===== src/rtl/kcls_pkg.sv =====
// kcls_pkg: constants, register indexes and the result record for the key combo
// link selector. No dependencies; imported by key_combo_link_selector_unit.
package kcls_pkg;

  localparam int LINK_CHOICES  = 5;
  localparam int REVISION_BITS = 8;

  // field widths fixed by the stream format
  localparam int TIME_W  = 32;
  localparam int KEY_W   = 6;   // choice keys plus battery key
  localparam int REL_W   = 7;   // choice keys, battery, Fn
  localparam int REV_W   = 8;
  localparam int AVAIL_W = 5;
  localparam int LINK_W  = 3;
  localparam int ERR_W   = 16;
  localparam int TMO_W   = 16;

  localparam int IN_DATA_W  = 64;
  localparam int OUT_DATA_W = 32;
  localparam int CFG_IDX_W  = 8;
  localparam int CFG_DATA_W = 16;

  localparam int BATTERY_BIT = LINK_CHOICES;
  localparam int FN_BIT      = LINK_CHOICES + 1;

  localparam logic [LINK_W-1:0] USB_LINK    = 3'd4;
  localparam logic [LINK_W-1:0] START_RESET = 3'd4;
  localparam logic [TMO_W-1:0]  TMO_RESET   = 16'd2000;
  localparam logic [ERR_W-1:0]  ERR_MAX     = 16'hFFFF;

  // revision compare mask, clipped to the 8-bit field
  localparam logic [REV_W-1:0] REV_MASK = REV_W'((64'd1 << REVISION_BITS) - 64'd1);

  // configuration register indexes
  localparam logic [CFG_IDX_W-1:0] CFG_START_LINK = 8'd0;
  localparam logic [CFG_IDX_W-1:0] CFG_TIMEOUT    = 8'd1;

  // item kinds on in_tuser
  localparam logic ACT_SCAN    = 1'b0;
  localparam logic ACT_SERVICE = 1'b1;

  typedef struct packed {
    logic [ERR_W-1:0]  error_total;
    logic              report_reset;
    logic              select_attempt;
    logic              battery_view;
    logic              label_stop;
    logic [2:0]        label_start;
    logic              switch_busy;
    logic [LINK_W-1:0] active_link;
    logic              kbd_mode_req;
    logic              midi_hold;
    logic              consumed;
  } result_t;

endpackage


===== src/rtl/key_combo_link_selector_unit.sv =====
// key_combo_link_selector_unit: Fn + key link selection with hysteresis, pending
// confirm, link switch supervision and error count. Depends on kcls_pkg.
//
//  channel | dir | handshake          | payload
//  --------+-----+--------------------+------------------------------------------
//  in_     | in  | in_tvalid/tready   | tuser: action; tdata: scan/service fields
//  out_    | out | out_tvalid/tready  | tdata: one result record per input beat
//  cfg_    | in  | cfg_valid/ready    | cfg_index, cfg_data (register write)
//
//  One beat per cycle sustained while the output is not stalled: an input register
//  feeds a single pass of compare/select logic and one 32-bit subtract/compare for
//  the timeout, whose result lands in the output register, which drives out_tvalid.
//  rst_n is synchronous, active low; state returns to start link 4, timeout 2000.
//  A stalled output holds its beat; the input register keeps taking beats while
//  the output is free or being taken. cfg_ready is always high; the user must make
//  writes only while the block is idle, as the block itself does not enforce it.
module key_combo_link_selector_unit (
  input  logic                          clk,
  input  logic                          rst_n,
  input  logic                          in_tvalid,
  output logic                          in_tready,
  // [31:0] time_ms, [32] frame_ok, [38:33] below_press, [45:39] within_release,
  // [46] all_released, [47] fn_armed_down, [55:48] scan_revision,
  // [60:56] available_mask, [61] host_idle, [62] select_done, [63] zero
  input  logic [kcls_pkg::IN_DATA_W-1:0]  in_tdata,
  // [0] action
  input  logic                          in_tuser,
  output logic                          out_tvalid,
  input  logic                          out_tready,
  // [0] consumed, [1] midi_hold, [2] kbd_mode_req, [5:3] active_link,
  // [6] switch_busy, [9:7] label_start, [10] label_stop, [11] battery_view,
  // [12] select_attempt, [13] report_reset, [29:14] error_total, [31:30] zero
  output logic [kcls_pkg::OUT_DATA_W-1:0] out_tdata,
  input  logic                          cfg_valid,
  output logic                          cfg_ready,
  input  logic [kcls_pkg::CFG_IDX_W-1:0]  cfg_index,
  input  logic [kcls_pkg::CFG_DATA_W-1:0] cfg_data
);
  import kcls_pkg::*;

  // configuration
  logic [TMO_W-1:0]  timeout_r;

  // block state
  logic [LINK_W-1:0] current_link_r, current_link_nxt;
  logic [LINK_W-1:0] target_link_r,  target_link_nxt;
  logic              switching_r,    switching_nxt;
  logic [2:0]        pending_r,      pending_nxt;
  logic [KEY_W-1:0]  held_keys_r,    held_keys_nxt;
  logic              need_neutral_r, need_neutral_nxt;
  logic              battery_r,      battery_nxt;
  logic [REV_W-1:0]  saved_rev_r,    saved_rev_nxt;
  logic [TIME_W-1:0] req_time_r,     req_time_nxt;
  logic [ERR_W-1:0]  error_r,        error_nxt;

  // input register
  logic                 s1_valid_r;
  logic [IN_DATA_W-1:0] s1_data_r;
  logic                 s1_action_r;
  logic                 s1_adv;

  // output register
  logic    o_valid_r;
  result_t o_res_r;
  result_t res;

  // unpacked fields of the held beat
  logic [TIME_W-1:0]  f_time;
  logic               f_ok;
  logic [KEY_W-1:0]   f_below;
  logic [REL_W-1:0]   f_within;
  logic               f_all_rel;
  logic               f_fn_down;
  logic [REV_W-1:0]   f_rev;
  logic [AVAIL_W-1:0] f_avail;
  logic               f_idle;
  logic               f_sel_ok;

  logic [KEY_W-1:0]  held, edges;
  logic [7:0]        held_ext, avail_ext;
  logic              fn, busy, cancelled, keep, single;
  logic [2:0]        pidx, eidx;
  logic [TIME_W-1:0] elapsed;
  logic              cfg_start_ok, cfg_we;

  assign f_time    = s1_data_r[31:0];
  assign f_ok      = s1_data_r[32];
  assign f_below   = s1_data_r[38:33];
  assign f_within  = s1_data_r[45:39];
  assign f_all_rel = s1_data_r[46];
  assign f_fn_down = s1_data_r[47];
  assign f_rev     = s1_data_r[55:48] & REV_MASK;
  assign f_avail   = s1_data_r[60:56];
  assign f_idle    = s1_data_r[61];
  assign f_sel_ok  = s1_data_r[62];

  // handshakes
  assign s1_adv     = s1_valid_r && (!o_valid_r || out_tready);
  assign in_tready  = !s1_valid_r || s1_adv;
  assign out_tvalid = o_valid_r;
  assign out_tdata  = {2'b00, o_res_r};
  assign cfg_ready  = 1'b1;
  assign cfg_we     = cfg_valid && cfg_ready;
  assign cfg_start_ok = cfg_data[LINK_W-1:0] <= USB_LINK;

  // hysteresis and edge pick
  assign held  = (held_keys_r & f_within[KEY_W-1:0]) | (~held_keys_r & f_below);
  assign edges = held & ~held_keys_r;
  assign fn    = f_within[FN_BIT];
  assign held_ext  = {{(8-KEY_W){1'b0}}, held};
  assign avail_ext = {{(8-AVAIL_W){1'b0}}, f_avail};
  assign single    = (edges != '0) && ((edges & (edges - KEY_W'(1))) == '0);
  assign pidx      = pending_r - 3'd1;
  assign cancelled = saved_rev_r != f_rev;
  assign keep      = !cancelled && fn && held_ext[pidx];
  assign busy      = (current_link_r != USB_LINK) || switching_r;
  assign elapsed   = f_time - req_time_r;

  // lowest set edge bit
  always_comb begin
    eidx = '0;
    for (int i = KEY_W - 1; i >= 0; i--) begin
      if (edges[i]) eidx = 3'(i);
    end
  end

  always_comb begin
    current_link_nxt = current_link_r;
    target_link_nxt  = target_link_r;
    switching_nxt    = switching_r;
    pending_nxt      = pending_r;
    held_keys_nxt    = held_keys_r;
    need_neutral_nxt = need_neutral_r;
    battery_nxt      = battery_r;
    saved_rev_nxt    = saved_rev_r;
    req_time_nxt     = req_time_r;
    error_nxt        = error_r;
    res              = '0;

    if (s1_action_r == ACT_SCAN) begin
      res.midi_hold    = busy;
      res.kbd_mode_req = busy;
      if (!f_ok) begin
        pending_nxt   = '0;
        held_keys_nxt = '0;
        battery_nxt   = 1'b0;
        res.label_stop = 1'b1;
      end else if (switching_r) begin
        res.consumed = 1'b1;
      end else if (need_neutral_r) begin
        if (f_all_rel) need_neutral_nxt = 1'b0;
        res.consumed = 1'b1;
      end else begin
        held_keys_nxt = held;
        if (pending_r != '0) begin
          res.consumed = 1'b1;
          if (!keep) begin
            pending_nxt      = '0;
            battery_nxt      = 1'b0;
            res.label_stop   = 1'b1;
            need_neutral_nxt = 1'b1;
            if (!cancelled && (pidx < 3'(LINK_CHOICES)) && (current_link_r != pidx)) begin
              target_link_nxt  = pidx;
              switching_nxt    = 1'b1;
              req_time_nxt     = f_time;
              res.kbd_mode_req = 1'b1;
              res.report_reset = 1'b1;
            end
          end
        end else if (f_fn_down && single) begin
          // an unavailable link choice is not taken; the battery key always is
          if (!((eidx < 3'(LINK_CHOICES)) && !avail_ext[eidx])) begin
            pending_nxt   = eidx + 3'd1;
            saved_rev_nxt = f_rev;
            battery_nxt   = eidx == 3'(BATTERY_BIT);
            if (eidx != 3'(BATTERY_BIT)) res.label_start = eidx + 3'd1;
            res.consumed = 1'b1;
          end
        end
      end
    end else begin
      if (!f_ok) begin
        if (switching_r && (error_r != ERR_MAX)) error_nxt = error_r + ERR_W'(1);
        pending_nxt      = '0;
        held_keys_nxt    = '0;
        switching_nxt    = 1'b0;
        battery_nxt      = 1'b0;
        need_neutral_nxt = 1'b1;
        res.label_stop   = 1'b1;
      end else if (switching_r) begin
        if (elapsed >= {16'd0, timeout_r}) begin
          if (error_r != ERR_MAX) error_nxt = error_r + ERR_W'(1);
          switching_nxt    = 1'b0;
          need_neutral_nxt = 1'b1;
        end else if (f_idle) begin
          res.select_attempt = 1'b1;
          if (f_sel_ok) begin
            current_link_nxt = target_link_r;
            switching_nxt    = 1'b0;
            need_neutral_nxt = 1'b1;
            res.report_reset = 1'b1;
          end
        end
      end
      res.midi_hold = (current_link_nxt != USB_LINK) || switching_nxt;
    end

    res.active_link  = current_link_nxt;
    res.switch_busy  = switching_nxt;
    res.battery_view = battery_nxt;
    res.error_total  = error_nxt;
  end

  // configuration and state
  always_ff @(posedge clk) begin
    if (!rst_n) begin
      timeout_r      <= TMO_RESET;
      current_link_r <= START_RESET;
      target_link_r  <= START_RESET;
      switching_r    <= 1'b0;
      pending_r      <= '0;
      held_keys_r    <= '0;
      need_neutral_r <= 1'b0;
      battery_r      <= 1'b0;
      saved_rev_r    <= '0;
      req_time_r     <= '0;
      error_r        <= '0;
    end else if (cfg_we && (cfg_index == CFG_START_LINK)) begin
      if (cfg_start_ok) begin
        // rebind: all selector state back to reset around the new link; timeout is kept
        current_link_r <= cfg_data[LINK_W-1:0];
        target_link_r  <= cfg_data[LINK_W-1:0];
        switching_r    <= 1'b0;
        pending_r      <= '0;
        held_keys_r    <= '0;
        need_neutral_r <= 1'b0;
        battery_r      <= 1'b0;
        saved_rev_r    <= '0;
        req_time_r     <= '0;
        error_r        <= '0;
      end
    end else if (cfg_we && (cfg_index == CFG_TIMEOUT)) begin
      timeout_r <= cfg_data[TMO_W-1:0];
    end else if (s1_adv) begin
      current_link_r <= current_link_nxt;
      target_link_r  <= target_link_nxt;
      switching_r    <= switching_nxt;
      pending_r      <= pending_nxt;
      held_keys_r    <= held_keys_nxt;
      need_neutral_r <= need_neutral_nxt;
      battery_r      <= battery_nxt;
      saved_rev_r    <= saved_rev_nxt;
      req_time_r     <= req_time_nxt;
      error_r        <= error_nxt;
    end
  end

  // input and output registers
  always_ff @(posedge clk) begin
    if (!rst_n) begin
      s1_valid_r <= 1'b0;
      o_valid_r  <= 1'b0;
    end else begin
      if (in_tready) s1_valid_r <= in_tvalid;
      if (s1_adv) o_valid_r <= 1'b1;
      else if (out_tready) o_valid_r <= 1'b0;
    end
  end

  always_ff @(posedge clk) begin
    if (in_tvalid && in_tready) begin
      s1_data_r   <= in_tdata;
      s1_action_r <= in_tuser;
    end
    if (s1_adv) o_res_r <= res;
  end

  // a running switch always heads for a different link
  a_switch_target: assert property (@(posedge clk) disable iff (!rst_n)
    switching_r |-> (current_link_r != target_link_r))
    else $error("switch running towards the current link");

  // a pending choice only exists outside a switch and outside neutral wait
  a_pending_clear: assert property (@(posedge clk) disable iff (!rst_n)
    (pending_r != '0) |-> (!switching_r && !need_neutral_r))
    else $error("pending choice during switch or neutral wait");

  // error count only steps by one, or returns to zero on rebind
  a_err_step: assert property (@(posedge clk) disable iff (!rst_n)
    (error_r != $past(error_r)) |->
      ((error_r == $past(error_r) + ERR_W'(1)) || (error_r == '0)))
    else $error("error count jumped");

  // a label is never started together with the battery view
  a_label_batt: assert property (@(posedge clk) disable iff (!rst_n)
    (o_valid_r && (o_res_r.label_start != '0)) |-> !o_res_r.battery_view)
    else $error("label start with battery view");

endmodule


===== config.mk =====
export PLATFORM = sky130hd
export DESIGN_NAME = key_combo_link_selector_unit
export DESIGN_NICKNAME = d
export VERILOG_FILES = /design/src/rtl/kcls_pkg.sv /design/src/rtl/key_combo_link_selector_unit.sv
export SDC_FILE = /design/constraint.sdc
export NUM_CORES = 1
export LEC_CHECK = 0
export BUFFER_PORTS_ARGS = -buffer_cell sky130_fd_sc_hd__buf_2
export CAP_MARGIN = 0
export CORE_ASPECT_RATIO = 1.75
export CORE_MARGIN = 4
export CORE_UTILIZATION = 50
export DETAILED_ROUTE_END_ITERATION = 16
export HOLD_SLACK_MARGIN = 0.06
export PLACE_DENSITY = 0.76
export SLEW_MARGIN = 40
export SYNTH_ARGS = -nofsm -noshare
export SYNTH_HDL_FRONTEND = slang
export SYNTH_SLANG_ARGS = --single-unit

===== constraint.sdc =====
create_clock -name clk -period 5.4 [get_ports clk]
set_clock_uncertainty 0.2 [all_clocks]
set_input_delay 0 -clock clk [delete_from_list [all_inputs] [get_ports clk]]
set_output_delay 0 -clock clk [all_outputs]
set_load 0.02 [all_outputs]

==> impl_metrics.py <==
metrics = {
    "drt": {
        "ant_nets": 0,
        "vias_per_cell": 5.82,
        "drtPass1Iterations": 5,
        "drc": 0,
        "drtIter0Drc": 607,
        "vias": 9850,
        "avgRoutedWirePerCell_um": 17.8,
        "wl_mm": 30.2,
    },
    "timing": {
        "maxSlewHeadroom_pct": 48.7,
        "worst_pin_slew_ns": 0.769,
        "setup_viol": 0,
        "period_share_pct": 96.2,
        "fin_setup_tns_ns": 0,
        "hold_viol": 0,
        "max_freq_ghz": 0.193,
        "fin_ws_ns": 0.207,
        "slew_violations": 0,
        "min_period_ns": 5.19,
        "finalHoldWorstSlack_ns": 0.0751,
    },
    "synth": {
        "syn_inst": 1189,
        "syn_area_sq_um": 10700,
        "avgSynthCellArea_sq_um": 8.98,
        "synth-seq-cells": 186,
        "yosysWarningCount": 0,
        "yosys.area.top_type_share_pct": 26.4,
        "synth_edf_count": 94,
        "synth_flop_cell": "edfxtp_1",
        "ys_async_sr_fraction_pct": 0,
        "ys_top_cells_by_area": "edfxtp_1 26%, dfxtp_1 17%, nand2_1 6.3%",
        "synth_top_cell_by_area": "edfxtp_1",
        "synthTopCellsByCount": "180 x nand2_1, 94 x edfxtp_1, 92 x dfxtp_1, 64 x clkbuf_1, 63 x nand3_1",
        "synth_cell_types": 67,
        "synth.most_common_cell": "nand2_1",
        "yosysSeqAreaShare_pct": 43.7,
    },
    "placed_design": {
        "pre_cts_slack_ns": 0.0908,
        "dp_cells": 1519,
        "place_area_sq_um": 11500,
        "place_congestion": 0.966,
        "numPortBuffers": 124,
        "hpwl_mm": 20.4,
    },
    "clock_network": {
        "clkLatencyLatePin_ns": 0.44,
        "clk_pin_slew_ns": 0.07,
        "cts.htree.levels": 4,
        "cts-root-buf": "clkbuf_16",
        "cts_made_buffers": 17,
        "cts_max_path_buffers": 2,
        "tritoncts": "done",
        "clock-sinks": 186,
    },
    "critical_path": {
        "crit_type": "flip-flop to flip-flop",
        "worstSetupEndpointType": "flip-flop",
        "cp.required_ns": 5.54,
        "cp_max_fo": 5,
        "cp-start-kind": "flip-flop",
        "cp.arrival_ns": 5.33,
    },
    "grt": {
        "grt_pass1_wl_mm": 48.6,
        "antenna_found_initial": 1,
        "grt_pass1_vias": 9874,
        "global_route.overflow_total": 0,
        "grt_start_max_net_pins": 82,
        "grt_usage_pct": 25.2,
    },
    "power_and_ir_drop": {
        "power_mw": 3.17,
        "p_per_area_nw_per_um2": 235,
        "power_leakage_nw": 5.03,
        "irDropWorstVdd_v": 0.000266,
    },
    "finish": {
        "post-route-cell-area_sq_um": 13500,
        "n_fill_cell": 1641,
        "final_util_pct": 64.5,
        "drive_gt1_share_pct": 14.0,
        "syn2layout_area_growth_pct": 26.3,
        "fin_cells": 1692,
        "nets": 1573,
    },
    "floorplanning": {
        "die-height_um": 201,
        "num_rows": 70,
        "io_pins": 129,
        "coreArea_sq_um": 20900,
        "initial_utilization_pct": 51.0,
        "die_area_sq_um": 23900,
        "die_w_um": 118,
    },
    "status": {
        "status": "finished, final reports clean",
    },
    "min_path": {
        "hp-class": "primary input to flip-flop",
    },
    "flow_run": {
        "drv_cap": 0,
    },
}
==> final cells by class <==
cell class,instances,area [sq um],share of cell area (%)
multi-input combinational,872,5540,41.1
sequential,186,4660,34.6
timing repair buffer,289,2210,16.4
clock buffer,21,450,3.34
tap,252,315,2.34
inverter,60,225,1.67
clock inverter,11,85.1,0.631
antenna,1,2.50,0.0185
==> worst max-delay path, stage by stage (launching register included) <==
cell	delay (ns)
edfxtp_1	0.37
inv_1	0.06
ha_1	0.20
fa_1	0.43
nor2b_2	0.19
o2111ai_2	0.17
a211oi_2	0.29
nor2_2	0.13
nand2_2	0.11
a31oi_1	0.11
xnor2_1	0.21
ha_1	0.27
a21o_1	0.16
a21oi_1	0.18
or3b_2	0.45
or4_1	0.46
nor4_4	0.31
and3_4	0.27
mux2_4	0.31
o211a_1	0.22
==> power by group <==
part / internal [mW] / switching [mW]
Clock: 0.608 / 0.557
Sequential: 1.53 / 0.0299
Combinational: 0.202 / 0.242
==> per-layer routing <==
metal  part of all wire (%)  GRT usage, %  routed length [um]  up-vias
li1                       -             -                   -     4788
met1                     36          26.1               10900     4615
met2                     54          47.7               16400      345
met3                    4.2          3.94                1280      102
met4                    5.4          13.8                1620        0
met5                      0             0                   0        -
==> logic make-up after synthesis <==
logic type,Yosys count,share of synthesized area [%]
other cells,2,0.0703
mux,12,1.24
fa+ha+maj,53,6.28
compound gates,293,18.7
buf+inv,132,4.83
xor+xnor,44,3.61
flops,186,43.7
simple gates,467,21.6
==> path summary, 6_finish.rpt <==
path,startpoint,end,slack [ns],cells past startpoint
setup / recovery,s1_data_r[0]$_DFFE_PP_,current_link_r[0]$_SDFFE_PN0P_,0.21,19
hold / removal,in_tdata[28],s1_data_r[28]$_DFFE_PP_,0.08,2
setup reg to reg,s1_data_r[0]$_DFFE_PP_,current_link_r[0]$_SDFFE_PN0P_,0.21,19
hold reg to reg,req_time_r[22]$_SDFFE_PN0P_,req_time_r[22]$_SDFFE_PN0P_,0.26,2
==> cell usage in the layout (no fill, tap or decap), types with 30 or more instances in the layout <==
cell           Yosys  final
nand3_1           63     63
o211ai_1          30     30
a21boi_0          54     54
dfxtp_1           92     92
ha_1              52     52
dlygate4sd3_1      0    139
nand4_1           31     31
nor2_1            62     61
nand2_1          180    179
o21ai_0           37     36
buf_2              4    124
inv_1             60     60
edfxtp_1          94     94
a21oi_1           58     57
==> repair_timing <==
item | in CTS | in global routing
hold buffers | 139 | 0
hold endpoints to repair | 89 | 0
gates resized for setup | 0 | 9
setup buffers | 0 | 1
setup endpoints to repair | 0 | 29
==> sequential cells by signal (all words and copies together) (netlist names), 6 cells and up <==
| register | count |
|---|---|
| held_keys_r | 6 |
| s1_data_r | 63 |
| error_r | 16 |
| req_time_r | 32 |
| out_tdata | 30 |
| saved_rev_r | 8 |
| timeout_r | 16 |
Note: power is estimated with default switching activity, not from simulation.
